==> src/design/bc3d_pkg.sv <==
// bc3d_pkg: types, codes and constant tables for the bc3 block decoder
// used by bc3d_texel_pipe and bc3_block_decoder; no dependencies
`timescale 1ns / 1ps
`default_nettype none

package bc3d_pkg;

  // compressed block beat, one 128-bit bc3 block
  typedef struct packed {
    logic [7:0]  alpha_end0;
    logic [7:0]  alpha_end1;
    logic [47:0] alpha_codes;
    logic [15:0] color_end0;
    logic [15:0] color_end1;
    logic [31:0] color_codes;
  } bc3d_block_t;

  // decoded texel beat
  typedef struct packed {
    logic [3:0]  texel_index;
    logic [31:0] texel_value;
    logic        last_texel;
  } bc3d_texel_t;

  // one texel handed from the block holder to the pipeline
  typedef struct packed {
    logic [7:0]  alpha_end0;
    logic [7:0]  alpha_end1;
    logic [15:0] color_end0;
    logic [15:0] color_end1;
    logic [1:0]  color_code;
    logic [2:0]  alpha_code;
    logic [3:0]  texel_index;
    logic        last_texel;
  } bc3d_issue_t;

  // how the alpha value of a texel is formed
  typedef enum logic [1:0] {
    AK_CONST,
    AK_DIV7,
    AK_DIV5
  } alpha_kind_t;

  // texel byte order codes
  localparam logic [1:0] CO_BGRA = 2'd0;
  localparam logic [1:0] CO_RGBA = 2'd1;
  localparam logic [1:0] CO_ARGB = 2'd2;
  localparam logic [1:0] CO_ABGR = 2'd3;

  // stage 1: widened endpoints and alpha weights
  typedef struct packed {
    logic [7:0]  r0;
    logic [7:0]  r1;
    logic [7:0]  g0;
    logic [7:0]  g1;
    logic [7:0]  b0;
    logic [7:0]  b1;
    logic [1:0]  color_code;
    logic [7:0]  a0;
    logic [7:0]  a1;
    logic [2:0]  aw0;
    logic [2:0]  aw1;
    alpha_kind_t akind;
    logic [7:0]  aconst;
    logic [3:0]  texel_index;
    logic        last_texel;
  } bc3d_s1_t;

  // stage 2: weighted sums ahead of the constant divides
  typedef struct packed {
    logic [9:0]  rsum;
    logic [9:0]  gsum;
    logic [9:0]  bsum;
    logic [10:0] asum;
    alpha_kind_t akind;
    logic [7:0]  aconst;
    logic [3:0]  texel_index;
    logic        last_texel;
  } bc3d_s2_t;

  // reciprocal constants: x/3 for x <= 765, x/7 for x <= 1785, x/5 for x <= 1275
  localparam int RECIP3       = 683;
  localparam int RECIP3_SHIFT = 11;
  localparam int RECIP7       = 4682;
  localparam int RECIP5       = 6554;
  localparam int RECIPA_SHIFT = 15;

  // endpoint widening tables, round(v*255/31) and round(v*255/63)
  typedef logic [7:0] widen5_tab_t [32];
  typedef logic [7:0] widen6_tab_t [64];

  function automatic widen5_tab_t build_widen5();
    widen5_tab_t tab;
    for (int i = 0; i < 32; i++) begin
      tab[i] = 8'((i * 255 + 15) / 31);
    end
    return tab;
  endfunction

  function automatic widen6_tab_t build_widen6();
    widen6_tab_t tab;
    for (int i = 0; i < 64; i++) begin
      tab[i] = 8'((i * 255 + 31) / 63);
    end
    return tab;
  endfunction

  localparam widen5_tab_t WIDEN5 = build_widen5();
  localparam widen6_tab_t WIDEN6 = build_widen6();

endpackage

`default_nettype wire

==> src/design/bc3d_texel_pipe.sv <==
// bc3d_texel_pipe: three-stage texel decode pipeline with output register
// depends on bc3d_pkg
`timescale 1ns / 1ps
`default_nettype none

module bc3d_texel_pipe (
  input  wire logic                 clk,
  input  wire logic                 rst,
  input  wire logic                 issue_valid,
  output logic                      issue_ready,
  input  wire bc3d_pkg::bc3d_issue_t issue,
  input  wire logic [1:0]           channel_order,
  output logic                      texel_valid,
  input  wire logic                 texel_ready,
  output bc3d_pkg::bc3d_texel_t     texel
);
  import bc3d_pkg::*;

  logic        advance;
  logic        s1_valid;
  logic        s2_valid;
  bc3d_s1_t    s1;
  bc3d_s1_t    s1_next;
  bc3d_s2_t    s2;
  bc3d_s2_t    s2_next;
  bc3d_texel_t texel_next;
  logic [19:0] rprod;
  logic [19:0] gprod;
  logic [19:0] bprod;
  logic [22:0] aprod;
  logic [7:0]  rq;
  logic [7:0]  gq;
  logic [7:0]  bq;
  logic [7:0]  aq;
  logic [22:0] arecip;

  // whole pipe moves together unless the output beat is held
  assign advance     = !texel_valid || texel_ready;
  assign issue_ready = advance;

  // valid bits
  always_ff @(posedge clk) begin
    if (rst) begin
      s1_valid    <= 1'b0;
      s2_valid    <= 1'b0;
      texel_valid <= 1'b0;
    end else if (advance) begin
      s1_valid    <= issue_valid;
      s2_valid    <= s1_valid;
      texel_valid <= s2_valid;
    end
  end

  // stage 1: widen endpoints, decode alpha code into weights
  always_comb begin
    s1_next.r0 = WIDEN5[issue.color_end0[15:11]];
    s1_next.r1 = WIDEN5[issue.color_end1[15:11]];
    s1_next.g0 = WIDEN6[issue.color_end0[10:5]];
    s1_next.g1 = WIDEN6[issue.color_end1[10:5]];
    s1_next.b0 = WIDEN5[issue.color_end0[4:0]];
    s1_next.b1 = WIDEN5[issue.color_end1[4:0]];
    s1_next.color_code  = issue.color_code;
    s1_next.a0          = issue.alpha_end0;
    s1_next.a1          = issue.alpha_end1;
    s1_next.texel_index = issue.texel_index;
    s1_next.last_texel  = issue.last_texel;
    s1_next.aw0    = 3'd0;
    s1_next.aw1    = 3'd0;
    s1_next.akind  = AK_CONST;
    s1_next.aconst = issue.alpha_end0;
    if (issue.alpha_code == 3'd0) begin
      s1_next.aconst = issue.alpha_end0;
    end else if (issue.alpha_code == 3'd1) begin
      s1_next.aconst = issue.alpha_end1;
    end else if (issue.alpha_end0 > issue.alpha_end1) begin
      // eight-value mode
      s1_next.akind = AK_DIV7;
      s1_next.aw0   = 3'(4'd8 - {1'b0, issue.alpha_code});
      s1_next.aw1   = issue.alpha_code - 3'd1;
    end else if (issue.alpha_code == 3'd6) begin
      s1_next.aconst = 8'd0;
    end else if (issue.alpha_code == 3'd7) begin
      s1_next.aconst = 8'd255;
    end else begin
      // six-value mode
      s1_next.akind = AK_DIV5;
      s1_next.aw0   = 3'd6 - issue.alpha_code;
      s1_next.aw1   = issue.alpha_code - 3'd1;
    end
  end

  always_ff @(posedge clk) begin
    if (advance) begin
      s1 <= s1_next;
    end
  end

  // stage 2: weighted sums, endpoints scaled by three so every code divides by three
  function automatic logic [9:0] color_sum(input logic [7:0] c0, input logic [7:0] c1,
                                           input logic [1:0] code);
    logic [9:0] sum;
    case (code)
      2'd0:    sum = 10'({c0, 1'b0}) + 10'(c0);
      2'd1:    sum = 10'({c1, 1'b0}) + 10'(c1);
      2'd2:    sum = 10'({c0, 1'b0}) + 10'(c1);
      default: sum = 10'(c0) + 10'({c1, 1'b0});
    endcase
    return sum;
  endfunction

  always_comb begin
    s2_next.rsum        = color_sum(s1.r0, s1.r1, s1.color_code);
    s2_next.gsum        = color_sum(s1.g0, s1.g1, s1.color_code);
    s2_next.bsum        = color_sum(s1.b0, s1.b1, s1.color_code);
    s2_next.asum        = 11'(s1.aw0) * 11'(s1.a0) + 11'(s1.aw1) * 11'(s1.a1);
    s2_next.akind       = s1.akind;
    s2_next.aconst      = s1.aconst;
    s2_next.texel_index = s1.texel_index;
    s2_next.last_texel  = s1.last_texel;
  end

  always_ff @(posedge clk) begin
    if (advance) begin
      s2 <= s2_next;
    end
  end

  // stage 3: reciprocal divides and byte packing
  always_comb begin
    rprod  = 20'(s2.rsum) * 20'(RECIP3);
    gprod  = 20'(s2.gsum) * 20'(RECIP3);
    bprod  = 20'(s2.bsum) * 20'(RECIP3);
    rq     = rprod[RECIP3_SHIFT+7:RECIP3_SHIFT];
    gq     = gprod[RECIP3_SHIFT+7:RECIP3_SHIFT];
    bq     = bprod[RECIP3_SHIFT+7:RECIP3_SHIFT];
    arecip = (s2.akind == AK_DIV7) ? 23'(RECIP7) : 23'(RECIP5);
    aprod  = 23'(s2.asum) * arecip;
    case (s2.akind) inside
      AK_DIV7, AK_DIV5: aq = aprod[RECIPA_SHIFT+7:RECIPA_SHIFT];
      default:          aq = s2.aconst;
    endcase
    texel_next.texel_index = s2.texel_index;
    texel_next.last_texel  = s2.last_texel;
    unique case (channel_order)
      CO_BGRA: texel_next.texel_value = {aq, rq, gq, bq};
      CO_RGBA: texel_next.texel_value = {aq, bq, gq, rq};
      CO_ARGB: texel_next.texel_value = {bq, gq, rq, aq};
      CO_ABGR: texel_next.texel_value = {rq, gq, bq, aq};
      default: texel_next.texel_value = {aq, rq, gq, bq};
    endcase
  end

  // output register
  always_ff @(posedge clk) begin
    if (advance) begin
      texel <= texel_next;
    end
  end

endmodule

`default_nettype wire

==> src/design/bc3_block_decoder.sv <==
// bc3_block_decoder: bc3 block to sixteen packed texels, top level
// depends on bc3d_pkg and bc3d_texel_pipe
//
//   channel   signals                        beat
//   blk       blk_valid / blk_ready / blk    one compressed block
//   texel     texel_valid / texel_ready      one decoded texel, index 0..15
//   cfg       cfg_valid / cfg_ready          channel_order, 2 bits
//
// the block holder issues one texel per cycle unless a texel beat is held,
// into a three-stage pipe: stage 1, stage 2 and the output register
// the next block is taken on the cycle the last texel (index 15) issues,
// so blocks run back to back
// rst (synchronous) clears valid bits, the holder and channel_order to BGRA
// a held texel beat stalls the whole pipe and the holder; nothing is dropped
`timescale 1ns / 1ps
`default_nettype none

module bc3_block_decoder (
  input  wire logic                  clk,
  input  wire logic                  rst,
  input  wire logic                  blk_valid,
  output logic                       blk_ready,
  input  wire bc3d_pkg::bc3d_block_t blk,
  output logic                       texel_valid,
  input  wire logic                  texel_ready,
  output bc3d_pkg::bc3d_texel_t      texel,
  input  wire logic                  cfg_valid,
  output logic                       cfg_ready,
  input  wire logic [1:0]            cfg_data
);
  import bc3d_pkg::*;

  logic [1:0]  order;
  bc3d_block_t held;
  logic        held_valid;
  logic [3:0]  count;
  logic        issue_ready;
  logic        issue_fire;
  logic        issue_done;
  bc3d_issue_t issue;

  // configuration register
  assign cfg_ready = 1'b1;

  always_ff @(posedge clk) begin
    if (rst) begin
      order <= CO_BGRA;
    end else if (cfg_valid && cfg_ready) begin
      order <= cfg_data;
    end
  end

  // block holder and texel counter
  assign issue_fire = held_valid && issue_ready;
  assign issue_done = issue_fire && (count == 4'd15);
  assign blk_ready  = !held_valid || issue_done;

  always_ff @(posedge clk) begin
    if (rst) begin
      held_valid <= 1'b0;
      count      <= 4'd0;
    end else if (blk_valid && blk_ready) begin
      held_valid <= 1'b1;
      count      <= 4'd0;
    end else if (issue_fire) begin
      held_valid <= !issue_done;
      count      <= count + 4'd1;
    end
  end

  always_ff @(posedge clk) begin
    if (blk_valid && blk_ready) begin
      held <= blk;
    end
  end

  // pick this texel's codes out of the held block
  always_comb begin
    issue.alpha_end0  = held.alpha_end0;
    issue.alpha_end1  = held.alpha_end1;
    issue.color_end0  = held.color_end0;
    issue.color_end1  = held.color_end1;
    issue.color_code  = held.color_codes[{count, 1'b0} +: 2];
    issue.alpha_code  = held.alpha_codes[6'(count) * 6'd3 +: 3];
    issue.texel_index = count;
    issue.last_texel  = (count == 4'd15);
  end

  bc3d_texel_pipe u_pipe (
    .clk           (clk),
    .rst           (rst),
    .issue_valid   (held_valid),
    .issue_ready   (issue_ready),
    .issue         (issue),
    .channel_order (order),
    .texel_valid   (texel_valid),
    .texel_ready   (texel_ready),
    .texel         (texel)
  );

  // the counter only leaves zero while a block is held
  assert property (@(posedge clk) disable iff (rst) (count != 4'd0) |-> held_valid)
    else $error("texel counter running with no block held");

  // a new block is never taken in the middle of the current one
  assert property (@(posedge clk) disable iff (rst)
    (held_valid && count != 4'd15) |-> !blk_ready)
    else $error("block accepted while texels remain");

  // the last flag travels with texel fifteen
  assert property (@(posedge clk) disable iff (rst)
    (texel_valid && texel.last_texel) |-> (texel.texel_index == 4'd15))
    else $error("last texel flag on wrong index");

  // the register write lands in the order register
  assert property (@(posedge clk) disable iff (rst)
    (cfg_valid && cfg_ready) |=> (order == $past(cfg_data)))
    else $error("channel order write lost");

endmodule

`default_nettype wire
==> config.mk <==
export PLATFORM = sky130hd
export DESIGN_NAME = bc3_block_decoder
export DESIGN_NICKNAME = d
export VERILOG_FILES = /design/src/design/bc3d_pkg.sv /design/src/design/bc3d_texel_pipe.sv /design/src/design/bc3_block_decoder.sv
export SDC_FILE = /design/constraint.sdc
export NUM_CORES = 1
export LEC_CHECK = 0
export ABC_AREA = 0
export BUFFER_PORTS_ARGS = -buffer_cell sky130_fd_sc_hd__buf_2
export CAP_MARGIN = 20
export CORE_MARGIN = 3
export CORE_UTILIZATION = 27
export DETAILED_ROUTE_END_ITERATION = 10
export HOLD_SLACK_MARGIN = 0.06
export SLEW_MARGIN = 20
export SYNTH_ARGS = -nofsm -noshare
export SYNTH_HDL_FRONTEND = slang
export SYNTH_SLANG_ARGS = --single-unit
==> constraint.sdc <==
create_clock -name clk -period 8.55 [get_ports clk]
set_input_delay 0 -clock clk [delete_from_list [all_inputs] [get_ports clk]]
set_output_delay 0 -clock clk [all_outputs]
set_load 0.005 [all_outputs]
## Word level (Yosys, flattened, before mapping)

Memory sizes are Yosys's and may differ from the RTL's. A register that Yosys moved wholly into a read port is not among the register bits.
Index checks and enable logic that the tools add are counted.

- Magnitude comparators: 1
- $add $sub $neg: 17
- Shifts and indexed selects: 2
- Reductions and logical operators: 16
- Muxes and demuxes: 16
- $mul: 7
- Bitwise operators: 6
- Equality and inequality tests: 11

Operators with widths:

| operator | count |
|---|---|
| $pmux 32 s4 | 1 |
| $add 9x8->10 | 9 |
| $pmux 10 s3 | 3 |
| $mux 8 | 9 |
| $mul 10x10->19 const B | 3 |
| $shiftx 48x7->3 | 1 |
| $shiftx 32x6->2 | 1 |
| $add 8x9->10 | 3 |
| $not 5->6 | 4 |
| $mul 11x23->23 | 1 |
| $mul 3x8->11 | 2 |
| $not 6->7 | 2 |
| $mux 12 | 1 |
| $add 11x11->11 | 1 |
| $eq 2x2->1 const B | 4 |
| $gt 8x8->1 | 1 |
| $eq 2x1->1 const B | 3 |
| $eq 3x3->1 const B | 2 |
| $mul 4x2->6 const B | 1 |
| $reduce_or 2->1 | 3 |
| $add 4x1->4 const B | 1 |
| $eq 4x4->1 const B | 1 |
| $logic_not 2->1 | 2 |
| $reduce_or 4->1 | 1 |
| other kinds (10) | 16 |

- Bits in read-only memories: 2048
- Register bits after elaboration: 270
- Memories kept: 6
- Logic and storage cells: 115
- Output and inout port bits: 40

Memories:

| memory | depth | width | read ports | clocked after Yosys merged registers in | wr ports | line | source |
|---|---|---|---|---|---|---|---|
| (name not given) | 64 | 8 | 1 | 1 | 0 | bc3d_texel_pipe.sv:58 | `s1_next.g0 = WIDEN6[issue.color_end0[10:5]];` |
| (name not given) | 64 | 8 | 1 | 1 | 0 | bc3d_texel_pipe.sv:59 | `s1_next.g1 = WIDEN6[issue.color_end1[10:5]];` |
| (name not given) | 32 | 8 | 1 | 1 | 0 | bc3d_texel_pipe.sv:56 | `s1_next.r0 = WIDEN5[issue.color_end0[15:11]];` |
| (name not given) | 32 | 8 | 1 | 1 | 0 | bc3d_texel_pipe.sv:57 | `s1_next.r1 = WIDEN5[issue.color_end1[15:11]];` |
| (name not given) | 32 | 8 | 1 | 1 | 0 | bc3d_texel_pipe.sv:60 | `s1_next.b0 = WIDEN5[issue.color_end0[4:0]];` |
| (name not given) | 32 | 8 | 1 | 1 | 0 | bc3d_texel_pipe.sv:61 | `s1_next.b1 = WIDEN5[issue.color_end1[4:0]];` |

## Depth between registers and ports, before layout

- Word-level depth: 8
- Depth in mapped cells: 26
- Mapped depth without buffers: 22

## Cells and area by module

From an unflattened synthesis, not the netlist that was laid out.

- Cell total of the unflattened synthesis: 1832
- Area, all modules: 22646.7 um2

Modules (own cells, without submodules):

| module | cells an instance | area an instance (um2) | instances | seq. area each (um2) |
|---|---|---|---|---|
| bc3d_texel_pipe | 1627 | 17843.4 | 1 | 5285.1 |
| bc3_block_decoder | 205 | 4803.4 | 1 | 3983.8 |

## Least setup slack after synthesis

No wires, ideal clock.

- Path type: register -> register
- From: register u_pipe.texel_valid
- To: register count[1]
- Period minus slack after synthesis: 8.089 ns
- Stages on the path, launching flop included: 8
- Path slack: 0.461 ns
- Data required time: 8.414 ns
- Arrival: 7.952 ns
- Buffers on the path: 0
- Cells stage by stage: dfxtp_1 nor2b_1 inv_1 nand2_1 nand2_1 and2_1 or2_2 a21oi_1

- Cells in the longest elaborated chain, start to end: 7

RTL lines:

| element | line | source |
|---|---|---|
| start, declared | bc3d_texel_pipe.sv:13 | `output logic texel_valid,` |
| start signal, assigned | bc3d_texel_pipe.sv:50 | `texel_valid <= s2_valid;` |
| $logic_not 1->1 | bc3d_texel_pipe.sv:38 | `assign advance = !texel_valid \|\| texel_ready;` |
| $logic_or 1x1->1 | bc3d_texel_pipe.sv:38 |  |
| $logic_and 1x1->1 | bc3_block_decoder.sv:54 | `assign issue_fire = held_valid && issue_ready;` |
| $logic_and 1x1->1 | bc3_block_decoder.sv:55 | `assign issue_done = issue_fire && (count == 4'd15);` |
| $logic_or 1x1->1 | bc3_block_decoder.sv:56 | `assign blk_ready = !held_valid \|\| issue_done;` |
| via blk_ready | bc3_block_decoder.sv:22 | `output logic blk_ready,` |
| $logic_and 1x1->1 | bc3_block_decoder.sv:62 | `end else if (blk_valid && blk_ready) begin` |
| $reduce_or 2->1 (no line) | - |  |
| end signal, assigned | bc3_block_decoder.sv:67 | `count <= count + 4'd1;` |
| end, declared | bc3_block_decoder.sv:36 | `logic [3:0] count;` |

The timed path passes the listed nets, and every way through them passes these cells.
A chain may end at the register's enable or synchronous reset.

==> results.toml <==
[outcome]
status = "finished, final reports clean"

[worst_setup_path]
r2r_slack_ps = 2190
rr_startpoint = "u_pipe.s2[14]"
cp-start-kind = "flop"
cp_slowest_stage_delay_ps = 700
endpoint_kind = "flop"
reg2regPathDepth = 20
slowest_stage = "ha_1"
path_max_fanout = 28
reg2reg_to = "u_pipe.texel[31]"
worst_path_most_repeated_cell = "fa_1"
crit_type = "flop to flop"
arrival_ps = 6730
cp_cell_sequence = "inv_1, ha_1, nand2_1, fa_1, inv_1, fa_1, fa_1, fa_1, inv_1, fa_1, inv_1, ha_1, a21o_1, a21o_1, a22o_1, nor3_1, o31ai_1, o21a_1, or3_1, a32oi_1"
crit_required_ps = 8920

[global_route]
grt_usage = 0.116
grt_antenna_before_repair = 0
grt_pass1_vias = 15100
grt_pass1_wl_um = 80700
overflow = 0
grt_max_degree = 89

[placement]
globalplace.congestion = 0.829
io_buffers = 173
hpwl_um = 38000

[sta]
finalSetupTns_ps = 0
finalSetupViolations = 0
relSlewSlack = 0.369
fmax_mhz = 157
min_period_ps = 6360
period_share = 0.744
slew_viol_final = 0
rsz0062_at_grt = "no"
finClkSkew_ps = 33.4
worst_pin_slew_ps = 945
hold_violations = 0

[yosys]
synthAdderAreaFrac = 0.305
ys_seq_area_frac = 0.408
synth_edf_count = 302
ys_types = 64
synth_top_family_by_area = "adder cells"
synthMuxAreaShare = 0.0671
synth-compound-area-share = 0.0657
syn_inst = 1853
ys_ff_latch = 312
yosys.area_share.simple = 0.0586
synthXorXnorAreaFrac = 0.0378
ys.flop_type = "edfxtp_1"
ys_top_cells_by_area = "edfxtp_1 (40%), ha_1 (17%), fa_1 (13%), inv_1 (5.2%), xnor2_1 (2.9%)"
syn_area_um2 = 22700
async_reset_ff_frac = 0
synth_top_area_cell = "edfxtp_1"
yosysTopAreaCellShare = 0.399
ys_warn_count = 0
avgSynthCellArea_um2 = 12.3

[finish]
drive_gt1_frac = 0.151
antennaDiodeCount = 0
fin_nets = 2795
area_growth_pct = 21.7

[drt]
ant_nets = 0
drc_errors = 0
drtIter0Drc = 584
via_per_inst = 4.29
wl_um = 49500
vias = 14200
drtPass1Iterations = 5
avgRoutedWirePerCell_um = 15.0

[floorplanning]
dieArea_um2 = 87700
start_util = 0.275
core_area_um2 = 82800
row_count = 105
die_x_um = 296
io_pins = 175
fp.dieH_um = 296

[min_path]
hp-class = "primary input to flop"
hold_end = "held[109]"
hold_depth = 2
min_from = "blk[109]"

[cts]
root_buffer = "clkbuf_16"
clk_path_buf_depth = 3
cts_tree = "built"
post-cts-setup-buffers = 0
clock_latency_ps = 570
cts-htree-levels = 2
cts_sinks = 312
cts_made_buffers = 40
cts_resized = 0
cts.clk_slew.worst_paths_ps = 60

[flow_run]
max_cap_viol_count = 0
==> flip-flops by register name, indices dropped and copies added (netlist names) <==
name                cells
order                   2
u_pipe.texel           37
u_pipe.s2              56
u_pipe.s2_valid         1
count                   4
held_valid              1
u_pipe.texel_valid      1
held                  128
u_pipe.s1_valid         1
u_pipe.s1              81
==> critical path, delay by kind of cell, from the launching register on <==
kind,cells,cell delay [ps]
fa+ha+maj,7,3610
compound gates,6,1140
simple gates,3,850
flops,1,360
buf+inv,4,200
==> cell usage in the layout (no fill, tap or decap), drive strengths merged, types with 9 or more instances in the layout <==
master,synthesis,layout
xnor2,75,75
o21bai,25,25
mux2i,34,34
inv,314,315
mux2,54,54
conb,2,13
dlygate4sd3,0,139
edfxtp,302,302
dfxtp,10,10
nand2b,12,12
fa,149,149
xor2,23,23
nand3,16,16
clkbuf,22,46
and2,25,25
clkinv,2,15
o21ai,25,25
a21o,15,15
ha,315,315
nand2,102,102
nor2,72,72
buf,9,182
nor3,12,12
a21oi,98,98
nor2b,17,17
a31oi,9,9
mux4,25,25
==> what timing repair did <==
action,CTS,global route
setup endpoints to repair,0,0
hold endpoints to repair,138,0
hold buffers,139,0
==> per-layer routing <==
| layer | vias up | part of all wire | global-route usage |
|---|---|---|---|
| met2 | 183 | 0.48 | 0.197 |
| met4 | 0 | 0.033 | 0.0405 |
| met3 | 85 | 0.029 | 0.0162 |
| met1 | 6744 | 0.46 | 0.152 |
| li1 | 7139 | - | - |
| met5 | - | 0 | 0 |
==> cells by family (layout without fill, tap and decap cells) <==
group,Yosys count,after routing
AO/OA/AOI/OAI,234,234
AND/OR/NAND/NOR,283,283
buffers and inverters,347,710
flip-flops,312,312
multiplexers,113,113
adder cells (fa/ha/maj),464,464
other,2,13
XOR/XNOR,98,98
==> Yosys cell counts, drive strengths merged (3+ instances only) <==
| master | n |
|---|---|
| mux2i | 34 |
| a211oi | 8 |
| nor2b | 17 |
| o21bai | 25 |
| and3 | 3 |
| ha | 315 |
| o21a | 8 |
| a221o | 8 |
| and2 | 25 |
| nand3 | 16 |
| o21ai | 25 |
| a21o | 15 |
| o31ai | 8 |
| dfxtp | 10 |
| nand2 | 102 |
| or3 | 5 |
| o211ai | 7 |
| or2 | 4 |
| nand4 | 8 |
| nor2 | 72 |
| a31oi | 9 |
| nor3 | 12 |
| clkbuf | 22 |
| mux4 | 25 |
| mux2 | 54 |
| inv | 314 |
| buf | 9 |
| nand2b | 12 |
| xor2 | 23 |
| xnor2 | 75 |
| fa | 149 |
| edfxtp | 302 |
| a21oi | 98 |
==> worst max path at each step <==
stage               slack (ps)               end  cells after the start          startpoint
finish                    2190  u_pipe.texel[31]                     20       u_pipe.s2[14]
global route              1810  u_pipe.texel[31]                     21       u_pipe.s2[14]
CTS                       2200  u_pipe.texel[31]                     20       u_pipe.s2[14]
detailed placement        2280   u_pipe.texel[6]                     20       u_pipe.s2[14]
global placement          2320  u_pipe.texel[31]                     20       u_pipe.s2[14]
floorplan                  460          count[1]                      7  u_pipe.texel_valid
==> cell type report <==
type                    instances  area, um^2
multi-input cells            1205       12200
fillers                      8211       55100
flip-flops and latches        312        9270
repair buffers                321        2320
well taps                    1070        1340
inverters                     316        1190
clock buffers                  46        1040
clock inverters                27         318
==> stage by stage <==
step                instance area [um^2]  setup slack (ps)  hold WS [ps]  cells  utilization
floorplan                          22800               461          69.1   1864            -
global placement                   24900              2320           177   3085        0.301
detailed placement                 24900              2280           178   3085        0.301
CTS                                27700              2200          73.1   3297        0.334
global route                       27700              1810          98.2   3297        0.334
finish                             27700              2190           140   3297        0.334
Power is left out: the tool's default activity adds up to more than one toggle a clock period on the data nets, which glitch-free logic cannot reach.
